$ cat src/rtl/audio_frame_sync_finder_defines.svh
// ----------------------------------------------------------------------------
// audio_frame_sync_finder_defines
// assertion macros shared by the frame sync finder modules
// ----------------------------------------------------------------------------
`ifndef AUDIO_FRAME_SYNC_FINDER_DEFINES_SVH
`define AUDIO_FRAME_SYNC_FINDER_DEFINES_SVH

// condition holds at every clock edge out of reset
`define AFSF_ASSERT_NOW(label, cond, msg) \
  label: assert property (@(posedge clk) disable iff (rst) (cond)) else $error(msg);

// consequent holds in the cycle after the antecedent
`define AFSF_ASSERT_THEN(label, ante, cons, msg) \
  label: assert property (@(posedge clk) disable iff (rst) (ante) |=> (cons)) else $error(msg);

`endif

$ cat src/rtl/afsf_pkg.sv
// ----------------------------------------------------------------------------
// afsf_pkg
// shared constants, the job record and lookup tables of the frame sync finder
// ----------------------------------------------------------------------------
package afsf_pkg;

  // default width of buffer positions
  localparam int OFFSET_WIDTH_DEF = 24;

  // job queue between scanner and length unit
  localparam int QUEUE_DEPTH = 2;

  // byte window
  localparam int WIN_DEPTH      = 7;
  localparam int FILL_W         = $clog2(WIN_DEPTH + 1);
  localparam int MPEG_HDR_BYTES = 4;
  localparam int ADTS_HDR_BYTES = 7;

  // frame length and the mpeg length datapath
  localparam int LEN_W       = 13;
  localparam int KBPS_W      = 9;
  localparam int MULT_W      = 9;
  localparam int PROD_W      = 16;
  localparam int QUO_W       = 11;
  localparam int RECIP_DIV   = 49;
  localparam int RECIP_SHIFT = 22;
  localparam int RECIP_W     = 17;
  localparam logic [RECIP_W-1:0] RECIP_49 = RECIP_W'((1 << RECIP_SHIFT) / RECIP_DIV);

  // mode register codes
  localparam logic MODE_MPEG = 1'b0;
  localparam logic MODE_ADTS = 1'b1;

  // header field codes
  localparam logic [7:0] SYNC_BYTE    = 8'hFF;
  localparam logic [2:0] MPEG_SYNC_HI = 3'b111;
  localparam logic [3:0] ADTS_SYNC_HI = 4'hF;
  localparam logic [1:0] LAYER_III    = 2'b01;
  localparam logic [1:0] VER_MPEG25   = 2'b00;
  localparam logic [1:0] VER_RSVD     = 2'b01;
  localparam logic [1:0] VER_MPEG2    = 2'b10;
  localparam logic [1:0] VER_MPEG1    = 2'b11;
  localparam logic [1:0] SRI_44K      = 2'b00;
  localparam logic [1:0] SRI_48K      = 2'b01;
  localparam logic [1:0] SRI_32K      = 2'b10;
  localparam logic [1:0] SRI_RSVD     = 2'b11;
  localparam logic [3:0] BRI_FREE     = 4'd0;
  localparam logic [3:0] BRI_BAD      = 4'd15;
  localparam logic [LEN_W-1:0] ADTS_MIN_LEN = LEN_W'(7);

  // one queued result: found flag plus what the length unit needs
  typedef struct packed {
    logic             found;
    logic             is_adts;
    logic [LEN_W-1:0] adts_len;
    logic [1:0]       ver;
    logic [3:0]       bri;
    logic [1:0]       sri;
    logic             pad;
  } frame_info_t;

  // bitrate in kbit/s from the bitrate index
  function automatic logic [KBPS_W-1:0] kbps_lookup(input logic mpeg1, input logic [3:0] bri);
    logic [KBPS_W-1:0] v;
    if (mpeg1) begin
      case (bri)
        4'd1:    v = 9'd32;
        4'd2:    v = 9'd40;
        4'd3:    v = 9'd48;
        4'd4:    v = 9'd56;
        4'd5:    v = 9'd64;
        4'd6:    v = 9'd80;
        4'd7:    v = 9'd96;
        4'd8:    v = 9'd112;
        4'd9:    v = 9'd128;
        4'd10:   v = 9'd160;
        4'd11:   v = 9'd192;
        4'd12:   v = 9'd224;
        4'd13:   v = 9'd256;
        4'd14:   v = 9'd320;
        default: v = 9'd0;
      endcase
    end else begin
      case (bri)
        4'd1:    v = 9'd8;
        4'd2:    v = 9'd16;
        4'd3:    v = 9'd24;
        4'd4:    v = 9'd32;
        4'd5:    v = 9'd40;
        4'd6:    v = 9'd48;
        4'd7:    v = 9'd56;
        4'd8:    v = 9'd64;
        4'd9:    v = 9'd80;
        4'd10:   v = 9'd96;
        4'd11:   v = 9'd112;
        4'd12:   v = 9'd128;
        4'd13:   v = 9'd144;
        4'd14:   v = 9'd160;
        default: v = 9'd0;
      endcase
    end
    return v;
  endfunction

  // coef * 1000 / rate reduces to kbps * mult, then /49, /2 or nothing
  function automatic logic [MULT_W-1:0] rate_mult(input logic [1:0] ver, input logic [1:0] sri);
    logic v25;
    logic [MULT_W-1:0] m;
    v25 = (ver == VER_MPEG25);
    case (sri)
      SRI_44K: m = v25 ? 9'd320 : 9'd160;
      SRI_48K: m = v25 ? 9'd6 : 9'd3;
      SRI_32K: m = 9'd9;
      default: m = 9'd0;
    endcase
    return m;
  endfunction

endpackage

$ cat src/rtl/afsf_front.sv
// ----------------------------------------------------------------------------
// afsf_front
// byte window, scan position and header detection; queues one job per result
// ----------------------------------------------------------------------------
`include "audio_frame_sync_finder_defines.svh"

module afsf_front #(
  parameter int OFFSET_WIDTH = afsf_pkg::OFFSET_WIDTH_DEF
) (
  input  logic                    clk,
  input  logic                    rst,
  input  logic                    mode,
  input  logic                    s_tvalid,
  output logic                    s_tready,
  input  logic [7:0]              data_byte,
  input  logic                    first,
  input  logic                    last,
  input  logic [OFFSET_WIDTH-1:0] base_offset,
  input  logic                    full,
  output logic                    push,
  output afsf_pkg::frame_info_t   push_info,
  output logic [OFFSET_WIDTH-1:0] push_offset
);
  import afsf_pkg::*;

  localparam int MB = WIN_DEPTH - MPEG_HDR_BYTES;
  localparam int AB = WIN_DEPTH - ADTS_HDR_BYTES;

  logic [WIN_DEPTH-1:0][7:0] window;
  logic [FILL_W-1:0]         fill;
  logic [OFFSET_WIDTH-1:0]   position;
  logic                      match_done;

  logic [WIN_DEPTH-1:0][7:0] win_base, win_next;
  logic [FILL_W-1:0]         fill_base, fill_next;
  logic [OFFSET_WIDTH-1:0]   cur, position_next, hdr_offset;
  logic                      done_base, accept;
  logic                      mpeg_ok, adts_ok, hit;
  logic [1:0]                m_ver, m_layer, m_sri;
  logic [3:0]                m_bri;
  logic [LEN_W-1:0]          a_len;

  assign s_tready = !full;
  assign accept   = s_tvalid && s_tready;

  // a new scan starts from a clear window at the given position
  always_comb begin
    win_base  = first ? '0 : window;
    fill_base = first ? '0 : fill;
    done_base = first ? 1'b0 : match_done;
    cur       = first ? base_offset : position;
    win_next  = {data_byte, win_base[WIN_DEPTH-1:1]};
    fill_next = (fill_base == FILL_W'(WIN_DEPTH)) ? fill_base : fill_base + FILL_W'(1);
    position_next = (&cur) ? cur : cur + OFFSET_WIDTH'(1);
  end

  // mpeg layer iii header ending at the newest byte
  always_comb begin
    m_ver   = win_next[MB+1][4:3];
    m_layer = win_next[MB+1][2:1];
    m_bri   = win_next[MB+2][7:4];
    m_sri   = win_next[MB+2][3:2];
    mpeg_ok = (fill_next >= FILL_W'(MPEG_HDR_BYTES))
              && (win_next[MB] == SYNC_BYTE)
              && (win_next[MB+1][7:5] == MPEG_SYNC_HI)
              && (m_layer == LAYER_III)
              && (m_ver != VER_RSVD)
              && (m_sri != SRI_RSVD)
              && (m_bri != BRI_FREE) && (m_bri != BRI_BAD);
  end

  // adts header ending at the newest byte
  always_comb begin
    a_len   = {win_next[AB+3][1:0], win_next[AB+4], win_next[AB+5][7:5]};
    adts_ok = (fill_next >= FILL_W'(ADTS_HDR_BYTES))
              && (win_next[AB] == SYNC_BYTE)
              && (win_next[AB+1][7:4] == ADTS_SYNC_HI)
              && (a_len >= ADTS_MIN_LEN);
  end

  assign hit = (mode == MODE_ADTS) ? adts_ok : mpeg_ok;
  assign hdr_offset = cur - ((mode == MODE_ADTS) ? OFFSET_WIDTH'(ADTS_HDR_BYTES - 1)
                                                 : OFFSET_WIDTH'(MPEG_HDR_BYTES - 1));

  // job for the length unit
  always_comb begin
    push              = accept && !done_base && (hit || last);
    push_info         = '0;
    push_offset       = '0;
    if (hit) begin
      push_info.found   = 1'b1;
      push_info.is_adts = (mode == MODE_ADTS);
      push_info.adts_len = a_len;
      push_info.ver     = m_ver;
      push_info.bri     = m_bri;
      push_info.sri     = m_sri;
      push_info.pad     = win_next[MB+2][1];
      push_offset       = hdr_offset;
    end
  end

  // scan state
  always_ff @(posedge clk) begin
    if (rst) begin
      window     <= '0;
      fill       <= '0;
      position   <= '0;
      match_done <= 1'b0;
    end else if (accept && !done_base) begin
      window     <= win_next;
      fill       <= fill_next;
      position   <= position_next;
      match_done <= hit || last;
    end
  end

  `AFSF_ASSERT_THEN(a_push_closes_scan, push, match_done, "job queued but scan left open")
  `AFSF_ASSERT_NOW(a_closed_scan_silent, !(accept && match_done && !first) || !push, "job queued from a closed scan")

endmodule

$ cat src/rtl/afsf_queue.sv
// ----------------------------------------------------------------------------
// afsf_queue
// short job queue between the scanner and the length unit
// ----------------------------------------------------------------------------
`include "audio_frame_sync_finder_defines.svh"

module afsf_queue #(
  parameter int OFFSET_WIDTH = afsf_pkg::OFFSET_WIDTH_DEF
) (
  input  logic                    clk,
  input  logic                    rst,
  input  logic                    push,
  input  afsf_pkg::frame_info_t   push_info,
  input  logic [OFFSET_WIDTH-1:0] push_offset,
  output logic                    full,
  output logic                    empty,
  input  logic                    pop,
  output afsf_pkg::frame_info_t   head_info,
  output logic [OFFSET_WIDTH-1:0] head_offset
);
  import afsf_pkg::*;

  localparam int PTR_W = (QUEUE_DEPTH > 1) ? $clog2(QUEUE_DEPTH) : 1;
  localparam int CNT_W = $clog2(QUEUE_DEPTH + 1);

  frame_info_t             info_q [QUEUE_DEPTH];
  logic [OFFSET_WIDTH-1:0] off_q  [QUEUE_DEPTH];
  logic [PTR_W-1:0]        wr_ptr, rd_ptr;
  logic [CNT_W-1:0]        count;

  assign full        = (count == CNT_W'(QUEUE_DEPTH));
  assign empty       = (count == '0);
  assign head_info   = info_q[rd_ptr];
  assign head_offset = off_q[rd_ptr];

  // entry storage
  always_ff @(posedge clk) begin
    if (push) begin
      info_q[wr_ptr] <= push_info;
      off_q[wr_ptr]  <= push_offset;
    end
  end

  // pointers and fill count
  always_ff @(posedge clk) begin
    if (rst) begin
      wr_ptr <= '0;
      rd_ptr <= '0;
      count  <= '0;
    end else begin
      if (push) begin
        wr_ptr <= (wr_ptr == PTR_W'(QUEUE_DEPTH - 1)) ? '0 : wr_ptr + PTR_W'(1);
      end
      if (pop) begin
        rd_ptr <= (rd_ptr == PTR_W'(QUEUE_DEPTH - 1)) ? '0 : rd_ptr + PTR_W'(1);
      end
      case ({push, pop})
        2'b10:   count <= count + CNT_W'(1);
        2'b01:   count <= count - CNT_W'(1);
        default: count <= count;
      endcase
    end
  end

  `AFSF_ASSERT_NOW(a_no_push_when_full, !(push && full), "push into a full job queue")
  `AFSF_ASSERT_NOW(a_no_pop_when_empty, !(pop && empty), "pop from an empty job queue")

endmodule

$ cat src/rtl/afsf_back.sv
// ----------------------------------------------------------------------------
// afsf_back
// frame length unit and output register
// ----------------------------------------------------------------------------
`include "audio_frame_sync_finder_defines.svh"

module afsf_back #(
  parameter int OFFSET_WIDTH = afsf_pkg::OFFSET_WIDTH_DEF
) (
  input  logic                                        clk,
  input  logic                                        rst,
  input  logic                                        q_valid,
  output logic                                        pop,
  input  afsf_pkg::frame_info_t                       head_info,
  input  logic [OFFSET_WIDTH-1:0]                     head_offset,
  output logic                                        m_tvalid,
  input  logic                                        m_tready,
  output logic [((OFFSET_WIDTH+20)/8)*8-1:0]          m_tdata,
  output logic                                        m_tuser
);
  import afsf_pkg::*;

  localparam int OUT_W = ((OFFSET_WIDTH + LEN_W + 7) / 8) * 8;

  typedef enum logic [3:0] {
    ST_IDLE = 4'b0001,
    ST_MUL  = 4'b0010,
    ST_DIV  = 4'b0100,
    ST_FIX  = 4'b1000
  } back_state_t;

  back_state_t             state, state_next;
  frame_info_t             job;
  logic [OFFSET_WIDTH-1:0] job_offset;
  logic [PROD_W-1:0]       prod;
  logic [QUO_W-1:0]        q_est;

  logic                    out_valid, out_found;
  logic [OFFSET_WIDTH-1:0] out_offset;
  logic [LEN_W-1:0]        out_length;

  logic [KBPS_W+MULT_W-1:0]   kbps_prod;
  logic [PROD_W+RECIP_W-1:0]  recip_prod;
  logic [PROD_W-1:0]          rem;
  logic [QUO_W-1:0]           q_fix;
  logic [LEN_W-1:0]           mpeg_base, mpeg_len, len_sel;
  logic                       out_free, load;

  assign out_free = !out_valid || m_tready;
  assign pop      = (state == ST_IDLE) && q_valid;
  assign load     = (state == ST_FIX) && out_free;

  // kbps times rate factor, then reciprocal multiply for the /49 cases
  assign kbps_prod  = (KBPS_W + MULT_W)'(kbps_lookup(job.ver == VER_MPEG1, job.bri))
                    * (KBPS_W + MULT_W)'(rate_mult(job.ver, job.sri));
  assign recip_prod = (PROD_W + RECIP_W)'(prod) * (PROD_W + RECIP_W)'(RECIP_49);

  // quotient correction and per-rate length selection
  always_comb begin
    rem   = prod - PROD_W'(q_est) * PROD_W'(RECIP_DIV);
    q_fix = (rem >= PROD_W'(RECIP_DIV)) ? q_est + QUO_W'(1) : q_est;
    case (job.sri)
      SRI_44K: mpeg_base = LEN_W'(q_fix);
      SRI_48K: mpeg_base = LEN_W'(prod);
      SRI_32K: mpeg_base = (job.ver == VER_MPEG25) ? LEN_W'(prod) : LEN_W'(prod >> 1);
      default: mpeg_base = '0;
    endcase
    mpeg_len = mpeg_base + LEN_W'(job.pad);
    if (!job.found) begin
      len_sel = '0;
    end else if (job.is_adts) begin
      len_sel = job.adts_len;
    end else begin
      len_sel = mpeg_len;
    end
  end

  // sequencer
  always_comb begin
    state_next = state;
    case (state)
      ST_IDLE: if (q_valid) state_next = ST_MUL;
      ST_MUL:  state_next = ST_DIV;
      ST_DIV:  state_next = ST_FIX;
      ST_FIX:  if (out_free) state_next = ST_IDLE;
      default: state_next = ST_IDLE;
    endcase
  end

  always_ff @(posedge clk) begin
    if (rst) begin
      state <= ST_IDLE;
    end else begin
      state <= state_next;
    end
  end

  // job and datapath registers
  always_ff @(posedge clk) begin
    if (pop) begin
      job        <= head_info;
      job_offset <= head_offset;
    end
    if (state == ST_MUL) begin
      prod <= PROD_W'(kbps_prod);
    end
    if (state == ST_DIV) begin
      q_est <= recip_prod[RECIP_SHIFT +: QUO_W];
    end
  end

  // output register
  always_ff @(posedge clk) begin
    if (rst) begin
      out_valid <= 1'b0;
    end else if (load) begin
      out_valid <= 1'b1;
    end else if (m_tready) begin
      out_valid <= 1'b0;
    end
  end

  always_ff @(posedge clk) begin
    if (load) begin
      out_found  <= job.found;
      out_offset <= job.found ? job_offset : '0;
      out_length <= len_sel;
    end
  end

  assign m_tvalid = out_valid;
  assign m_tuser  = out_found;
  assign m_tdata  = OUT_W'({out_length, out_offset});

  `AFSF_ASSERT_NOW(a_not_found_is_zero, !(out_valid && !out_found) || (out_length == '0 && out_offset == '0), "not-found result carries data")
  `AFSF_ASSERT_THEN(a_pop_starts_job, pop, state == ST_MUL, "popped job did not start")

endmodule

$ cat src/rtl/audio_frame_sync_finder.sv
// ----------------------------------------------------------------------------
// audio_frame_sync_finder
// finds the first mpeg layer iii or adts frame header in a byte stream
// ----------------------------------------------------------------------------
// Usage:
//   s_* takes one buffer byte per beat: tdata holds the byte and the base
//   offset, tuser starts a new scan at that offset, tlast ends the buffer.
//   cfg_* writes the mode bit (0 mpeg layer iii, 1 adts); the user writes it only while
//   no scan result is pending, which the block itself does not enforce; it is always ready.
//   m_* gives at most one result per scan: tuser is the found flag, tdata the
//   header offset and frame length, both zero when the buffer ended without
//   a header. Bytes after the result are dropped until the next scan start.
// Timing:
//   the scanner takes one byte per cycle while the job queue is not full; the byte that
//   completes the header (or the last byte) is queued as a job for the four-step length
//   unit (idle, mul, div, fix) behind a two-entry job queue, which loads the output register.
//   The length unit pops a new job only in idle, after it has loaded the previous result.
// Reset and stalls:
//   reset clears window, position, scan state, queue and mode; while m_tready
//   is low the result holds, the queue fills and then s_tready drops.
// ----------------------------------------------------------------------------
module audio_frame_sync_finder #(
  parameter int OFFSET_WIDTH = afsf_pkg::OFFSET_WIDTH_DEF
) (
  input  logic                                 clk,
  input  logic                                 rst,
  // byte stream
  input  logic                                 s_tvalid,
  output logic                                 s_tready,
  input  logic [((OFFSET_WIDTH+15)/8)*8-1:0]   s_tdata,  // data_byte, base_offset
  input  logic                                 s_tuser,  // first
  input  logic                                 s_tlast,  // last
  // result stream
  output logic                                 m_tvalid,
  input  logic                                 m_tready,
  output logic [((OFFSET_WIDTH+20)/8)*8-1:0]   m_tdata,  // frame_offset, frame_length
  output logic                                 m_tuser,  // found
  // mode register
  input  logic                                 cfg_valid,
  output logic                                 cfg_ready,
  input  logic                                 cfg_data
);
  import afsf_pkg::*;

  logic                    mode;
  logic                    q_full, q_empty, q_push, q_pop;
  frame_info_t             push_info, head_info;
  logic [OFFSET_WIDTH-1:0] push_offset, head_offset;

  // mode register
  assign cfg_ready = 1'b1;

  always_ff @(posedge clk) begin
    if (rst) begin
      mode <= MODE_MPEG;
    end else if (cfg_valid && cfg_ready) begin
      mode <= cfg_data;
    end
  end

  // scanner
  afsf_front #(.OFFSET_WIDTH(OFFSET_WIDTH)) u_front (
    .clk         (clk),
    .rst         (rst),
    .mode        (mode),
    .s_tvalid    (s_tvalid),
    .s_tready    (s_tready),
    .data_byte   (s_tdata[7:0]),
    .first       (s_tuser),
    .last        (s_tlast),
    .base_offset (s_tdata[8 +: OFFSET_WIDTH]),
    .full        (q_full),
    .push        (q_push),
    .push_info   (push_info),
    .push_offset (push_offset)
  );

  // job queue
  afsf_queue #(.OFFSET_WIDTH(OFFSET_WIDTH)) u_queue (
    .clk         (clk),
    .rst         (rst),
    .push        (q_push),
    .push_info   (push_info),
    .push_offset (push_offset),
    .full        (q_full),
    .empty       (q_empty),
    .pop         (q_pop),
    .head_info   (head_info),
    .head_offset (head_offset)
  );

  // length unit and output register
  afsf_back #(.OFFSET_WIDTH(OFFSET_WIDTH)) u_back (
    .clk         (clk),
    .rst         (rst),
    .q_valid     (!q_empty),
    .pop         (q_pop),
    .head_info   (head_info),
    .head_offset (head_offset),
    .m_tvalid    (m_tvalid),
    .m_tready    (m_tready),
    .m_tdata     (m_tdata),
    .m_tuser     (m_tuser)
  );

endmodule

$ cat config.mk
export PLATFORM = sky130hd
export DESIGN_NAME = audio_frame_sync_finder
export DESIGN_NICKNAME = d
export VERILOG_FILES = /design/src/rtl/afsf_pkg.sv /design/src/rtl/afsf_front.sv /design/src/rtl/afsf_queue.sv /design/src/rtl/afsf_back.sv /design/src/rtl/audio_frame_sync_finder.sv
export VERILOG_INCLUDE_DIRS = /design/src /design/src/rtl
export SDC_FILE = /design/constraint.sdc
export NUM_CORES = 1
export LEC_CHECK = 0
export BUFFER_PORTS_ARGS = -buffer_cell sky130_fd_sc_hd__buf_2
export CORE_MARGIN = 3
export CORE_UTILIZATION = 41
export CTS_BUF_LIST = sky130_fd_sc_hd__clkbuf_16
export DETAILED_ROUTE_END_ITERATION = 8
export PLACE_DENSITY = 0.62
export SYNTH_ARGS = -nofsm -noshare
export SYNTH_HDL_FRONTEND = slang
export SYNTH_SLANG_ARGS = --single-unit
$ cat constraint.sdc
create_clock -name clk -period 6 [get_ports clk]
set_clock_uncertainty 0.2 [all_clocks]
set_input_delay 0.6 -clock clk [delete_from_list [all_inputs] [get_ports clk]]
set_output_delay 0.6 -clock clk [all_outputs]
set_load 0.01 [all_outputs]
Word level (Yosys, flattened, before mapping)
Memories as Yosys holds them, arrays and structs flattened. A register that Yosys moved wholly into a read port is not among the register bits.
Index checks and enable logic that the tools add are counted.

storage, ports and cells
  word-level logic and storage cells = 120
  bits in latches = 0
  output and inout bits = 44
  RAM bits = 96
  flip-flop bits (word level) = 159
  memory bits (read-only) = 176
  bits of input ports = 40
  memories kept = 4

memory list
  memory           depth  bits a word  read ports  clocked after Yosys merged registers in  wr ports  RTL line          text
  (no name shown)  16     6            1           0                                        0         afsf_pkg.sv:66    case (bri)
  (no name shown)  16     5            1           0                                        0         afsf_pkg.sv:84    case (bri)
  u_queue.info_q   2      24           1           1                                        1         afsf_queue.sv:26  frame_info_t info_q [QUEUE_DEPTH];
  u_queue.off_q    2      24           1           1                                        1         afsf_queue.sv:27  logic [OFFSET_WIDTH-1:0] off_q [QUEUE_DEPTH];

operators by class
  div/mod/pow operators = 0
  reduce and logical (&&, ||, !) cells = 29
  shifts and indexed selects = 0
  multiply operators = 3
  equality and inequality tests = 21
  bitwise gates (word level) = 0
  order comparisons = 4
  $add $sub $neg = 10
  mux-type cells = 28

operators by type and width
  operator                                                                              count
  24-bit two-way mux                                                                    4
  56-bit two-way mux                                                                    1
  13-bit one-hot mux with 3 select lines                                                1
  16-bit by 16-bit multiplier with 32-bit output, second input constant                 1
  9-bit one-hot mux with 3 select lines                                                 1
  13-bit two-way mux                                                                    2
  24-bit by 1-bit adder with 24-bit output, second input constant                       1
  24-bit AND reduction                                                                  1
  24-bit subtractor                                                                     1
  9-bit two-way mux                                                                     2
  8-bit equality test, second input constant                                            2
  16-bit by 6-bit greater-or-equal comparator with 1-bit output, second input constant  1
  11-bit by 6-bit multiplier with 16-bit output, second input constant                  1
  9-bit by 9-bit multiplier with 16-bit output                                          1
  4-bit one-hot mux with 4 select lines                                                 1
  16-bit subtractor                                                                     1
  1-bit logical AND                                                                     15
  13-bit by 1-bit adder with 13-bit output                                              1
  13-bit by 3-bit greater-or-equal comparator with 1-bit output, second input constant  1
  3-bit two-way mux                                                                     4
  11-bit by 1-bit adder with 11-bit output, second input constant                       1
  11-bit two-way mux                                                                    1
  2-bit equality test, second input constant                                            4
  4-bit equality test, second input constant                                            2
  22 further kinds                                                                      44

Longest topological paths before layout
  depth in word-level cells = 16
  depth in mapped cells = 27
  depth with buffers taken out = 27

By module
A second synthesis with hierarchy kept.

unflattened totals
  cell total of the unflattened synthesis = 1978
  area total of the unflattened synthesis = 21262.9 um2

by module, submodules not included
  module                   cells each  instances  area an instance (um2)  seq. area each (um2)
  afsf_back                1170        1          12519.5                 3623.5
  afsf_front               631         1          5036.1                  1521.5
  afsf_queue               171         1          3658.5                  2982.9
  audio_frame_sync_finder  6           1          48.8                    20.0

Worst setup path before layout
No wires, ideal clock.

  path type = register -> register
  start point = register u_back.prod[12]
  end point = register u_back.q_est[10] (data pin)
  slack = -0.308 ns
  cell stages (with the launch flop) = 23
  clock period less this slack = 6.308 ns
  setup time = 0.260 ns
  arrival = 5.848 ns
  path through = edfxtp_1 fa_1 ha_1 inv_1 fa_1 inv_1 fa_1 inv_1 fa_1 inv_1 fa_1 ha_1 and4_1 a221oi_1 o311a_1 nor3b_1 o21a_1 o41ai_1 o21ai_0 nor2_1 a21oi_1 a21oi_1 xnor2_1

on the way
  longest elaborated chain between the ends = 1

ends and longest elaborated chain
  what                                            RTL line          text
  start: declaration                              afsf_back.sv:35   logic [PROD_W-1:0] prod;
  start signal: assignment                        afsf_back.sv:105  prod <= PROD_W'(kbps_prod);
  16-bit by 16-bit multiplier with 32-bit output  afsf_back.sv:56   assign recip_prod = (PROD_W + RECIP_W)'(prod) * (PROD_W + RECIP_W)'(RECIP_49);
  via u_back.recip_prod[32]                       afsf_back.sv:43   logic [PROD_W+RECIP_W-1:0] recip_prod;
  end signal: assignment                          afsf_back.sv:108  q_est <= recip_prod[RECIP_SHIFT +: QUO_W];
  end: declaration                                afsf_back.sv:36   logic [QUO_W-1:0] q_est;

The timed path passes the listed nets, and every way through them passes these cells.
A chain may end at the register's enable or synchronous reset.

Worst setup path after layout
  start point = register u_back.prod[13]
  end point = register u_back.q_est[10] (data pin)

Same word-level chain as after synthesis.

==> metrics.md <==
| Metric | Value |
|---|---|
| Outcome | finished with violations |
| Violated checks | setup timing |
| Fill cell count | between 4k and 5k |
| Worst Tran Pin Value | around 1.2 ns |
| Avg WL per Cell | between 15 and 20 um |
| Clock network latency to the later pin of the worst-skew pair | about 0.55 ns |
| Gr ovfl total | 0 |
| P_sw | 3.50 mW |
| Via density | roughly 5.3 |
| ANT cells | 0 |
| Worst stage delay on the critical path | approximately 0.6 ns |
| Final setup fails | 2 |
| Net Sw Frac | roughly two fifths |
| Clk slew on worst S/H paths | ~0.060 ns |
| Setup TNS | -0.0792 ns |
| Worst hold path type | input pin to register |
| Placed insts | roughly 2.6k |
| I/O Buffers | 79 |
| Crit path top cell by count | fa_1 |
| Post-DP HPWL | around 35000 um |
| First-pass GRT wire length | 74000 um |
| Initial Util | a little over two fifths |
| Max-Cap Viols | 0 |
| Share of power burned in registers | between 20% and 30% |
| Crit path time final | 6.08 ns |
| Routed Antenna Nets | 0 |
| DR DRC count | 0 |
| Crit path DAT | between 6 and 7 ns |
| Synth warn | 0 |
| Mapped cell area | 19800 sq um |
| Part of the power in combinational logic | 50.6% |
| PD cells | between 400 and 500 nW/um^2 |
| Syn Inst Count | roughly 1.9k |
| Syn_area_per_cell | ~10 sq um |
| Iteration-0 DRC count of the detailed router | between 800 and 900 |
| CTS tree | done |
| GP Congestion | 0.869 |
| CP endpoint kind | register |
| Share of layout cells above drive strength 1 | 18.6% |
| Ys flop type | edfxtp_1 |
| Total GRT Usage | between 10% and 20% |
| Slew HR | 20.9% |
| CP startpoint kind | register |
| Min setup slack post-route | -0.0778 ns |
| Post-synth ARST share | 0% |
| Largest net degree at the start of global routing | 86 |
| CP Class | register to register |
| Seq/Total Area, Yosys | ~38% |
| Initial antenna violation count | 0 |
| CP required | around 6.1 ns |
| Leakage | 9.59 nW |
| Endpoints failing hold | 0 |
| Core area | approximately 47000 sq um |
| Fmax | roughly 160 MHz |
| Final net count | roughly 2.4k |
| Tcrit/Tclk final | 101% |
| Pre-CTS WS | -0.141 ns |
| Die W | approximately 230 um |
| Chip height | between 200 and 250 um |
| CTS root buf | clkbuf_16 |
| Number of enable flip-flop cells after synthesis | ~190 |
| Vias in the first global route | between 10k and 15k |
| Critical path fanouts, max | 3 |
| Area Overhead vs Synth | 16.0% |
| H-tree depth | 1 |
| Int Power | 5.68 mW |
| Longest Clk Path Bufs | 3 |
| Total power | 9.18 mW |
| Routed via count | 14.1k |
| Pre-Repair DR Iteration Count | 5 |
| IO Count | 84 |
| Post-synth cell types | 80 |
| Final Non-Filler Cells | approximately 2.7k |
| Num CTS Buffers | 31 |
| Peak supply drop | between 0.0003 and 0.0004 V |
| CP max stage cell | fa_2 |
| Final Util | between 40% and 50% |
| Fin. max-slew vios | 0 |
| Rows | 79 |
| Critical-path cell list | buf_6 > fa_1 > ha_1 > inv_2 > fa_1 > inv_1 > fa_1 > fa_2 > fa_2 > ha_4 > and4_4 > nand2_1 > o311a_4 > nor3b_2 > o21a_1 > o41ai_4 > o21ai_2 > nor2_2 > a21oi_2 > a21oi_2 > xnor2_1 |
| Clk sinks | approximately 280 |
| Routed Wire Length | 46200 um |
| Most frequent cells in the layout | inv_1, ha_1, edfxtp_1 |
| Clock share of power | 20.1% |
| Most common cell after layout, fill and taps aside | inv_1 |
| Die area | between 50000 and 60000 sq um |
| RSZ-0062 raised after global routing | true |
| Flops & latches, synth | roughly 280 |
==> cell usage after synthesis (9+ instances only) <==
library cell    n  area share, %
fa_1          110             11
edfxtp_1      191             29
nand3_1        36           0.91
and2_1         31           0.98
dfxtp_1        86            8.7
and3_1          9           0.28
nand3b_1       43            1.6
xnor2_1        48            2.1
clkbuf_1       51           0.97
nor4_1         12           0.38
ha_1          225             14
mux2i_1        35            1.8
nor3_1         22           0.56
inv_1         248            4.7
nand4_1        19           0.60
nor2_1        124            2.4
mux2_2         48            2.7
nand2b_1       21           0.66
a211oi_1       10           0.38
buf_1          10           0.19
o21ai_0        50            1.3
or3_1          13           0.41
nor2b_1        40            1.3
o211ai_1       13           0.49
a21oi_1       110            2.8
nand2_1       156            3.0
xor2_1         22           0.97
==> per-stage QoR <==
stage | area [sq um] | hold WS, ns
2_1_floorplan | 19800 | 0.227
3_3_place_gp | 21300 | 0.236
3_5_place_dp | 21300 | 0.241
4_1_cts | 22400 | 0.0625
5_1_grt | 22900 | 0.0702
6_report | 22900 | 0.0797
==> state kept, by name, indices dropped and copies added (netlist names), 2 cells and up <==
signal,cells
u_queue.count,2
u_front.position,24
u_queue.info_q,38
u_back.state,4
u_queue.off_q,48
u_back.q_est,11
u_back.job_offset,24
u_front.fill,3
u_back.job,19
u_front.window,48
u_back.out_offset,24
u_back.prod,13
u_back.out_length,13
==> cell families after synthesis <==
| group | share of synthesized area (%) |
|---|---|
| and+or+nand+nor | 14.4 |
| adders and majority gates | 25.4 |
| buffers and inverters | 6.34 |
| DFF | 37.7 |
| AOI/OAI and AO/OA | 8.44 |
| muxes | 4.51 |
| xor gates and xnor gates | 3.18 |
| other | 0.0380 |
==> what timing repair did <==
action / CTS / global route
hold endpoints to repair: 0 / 0
endpoints found under the setup margin: 10 / 17
hold buffers: 0 / 0
resized for setup: 5 / 101
setup buffers: 4 / 21
pin swaps: 8 / 70
==> critical path: cells and delay by family, from the launching register on <==
family                   cells  cell delay [ns]
AO/OA/AOI/OAI                6             1.14
XOR/XNOR                     1             0.13
adder cells (fa/ha/maj)      7             3.05
buffers and inverters        3             0.25
flip-flops                   1             0.45
AND/OR/NAND/NOR              4             0.61
==> layout make-up <==
type                       instances  area [sq um]  area share, %
timing repair buffer             187          1260           5.49
inverter                         248           933           4.07
tap                              607           759           3.31
clock buffer                      31           776           3.38
sequential                       277          7460           32.5
clock inverter                    24           210          0.917
multi-input combinational       1318         11500           50.3
==> power by group through the flow <==
stage | combinational [mW] | clock [mW] | sequential (mW)
floorplan | 3.13 | 0 | 2.61
global placement | 4.02 | 0 | 2.72
detailed placement | 4.14 | 0 | 2.73
CTS | 4.23 | 1.88 | 2.69
global route | 5.25 | 1.95 | 2.73
finish | 4.65 | 1.84 | 2.69
==> metal layers <==
layer  up-vias  global-route usage (%)  wire length, um
met2       258                    29.1            21200
met3        54                    1.90             1810
met1      6950                    26.5            22500
met4         0                    3.14              767
met5         -                       0                0
li1       6887                       -                -
==> worst paths after layout <==
check,slack [ns],depth (start not counted),startpoint,end
setup reg to reg,-0.08,21,u_back.prod[13]$_DFFE_PP_,u_back.q_est[10]$_DFFE_PP_
hold reg to reg,0.25,2,u_front.window[37]$_SDFFE_PP0P_,u_front.window[37]$_SDFFE_PP0P_
hold / removal,0.08,3,cfg_data,mode$_SDFFE_PP0P_
setup / recovery,-0.08,21,u_back.prod[13]$_DFFE_PP_,u_back.q_est[10]$_DFFE_PP_
Note: power is estimated with default switching activity, not from simulation.
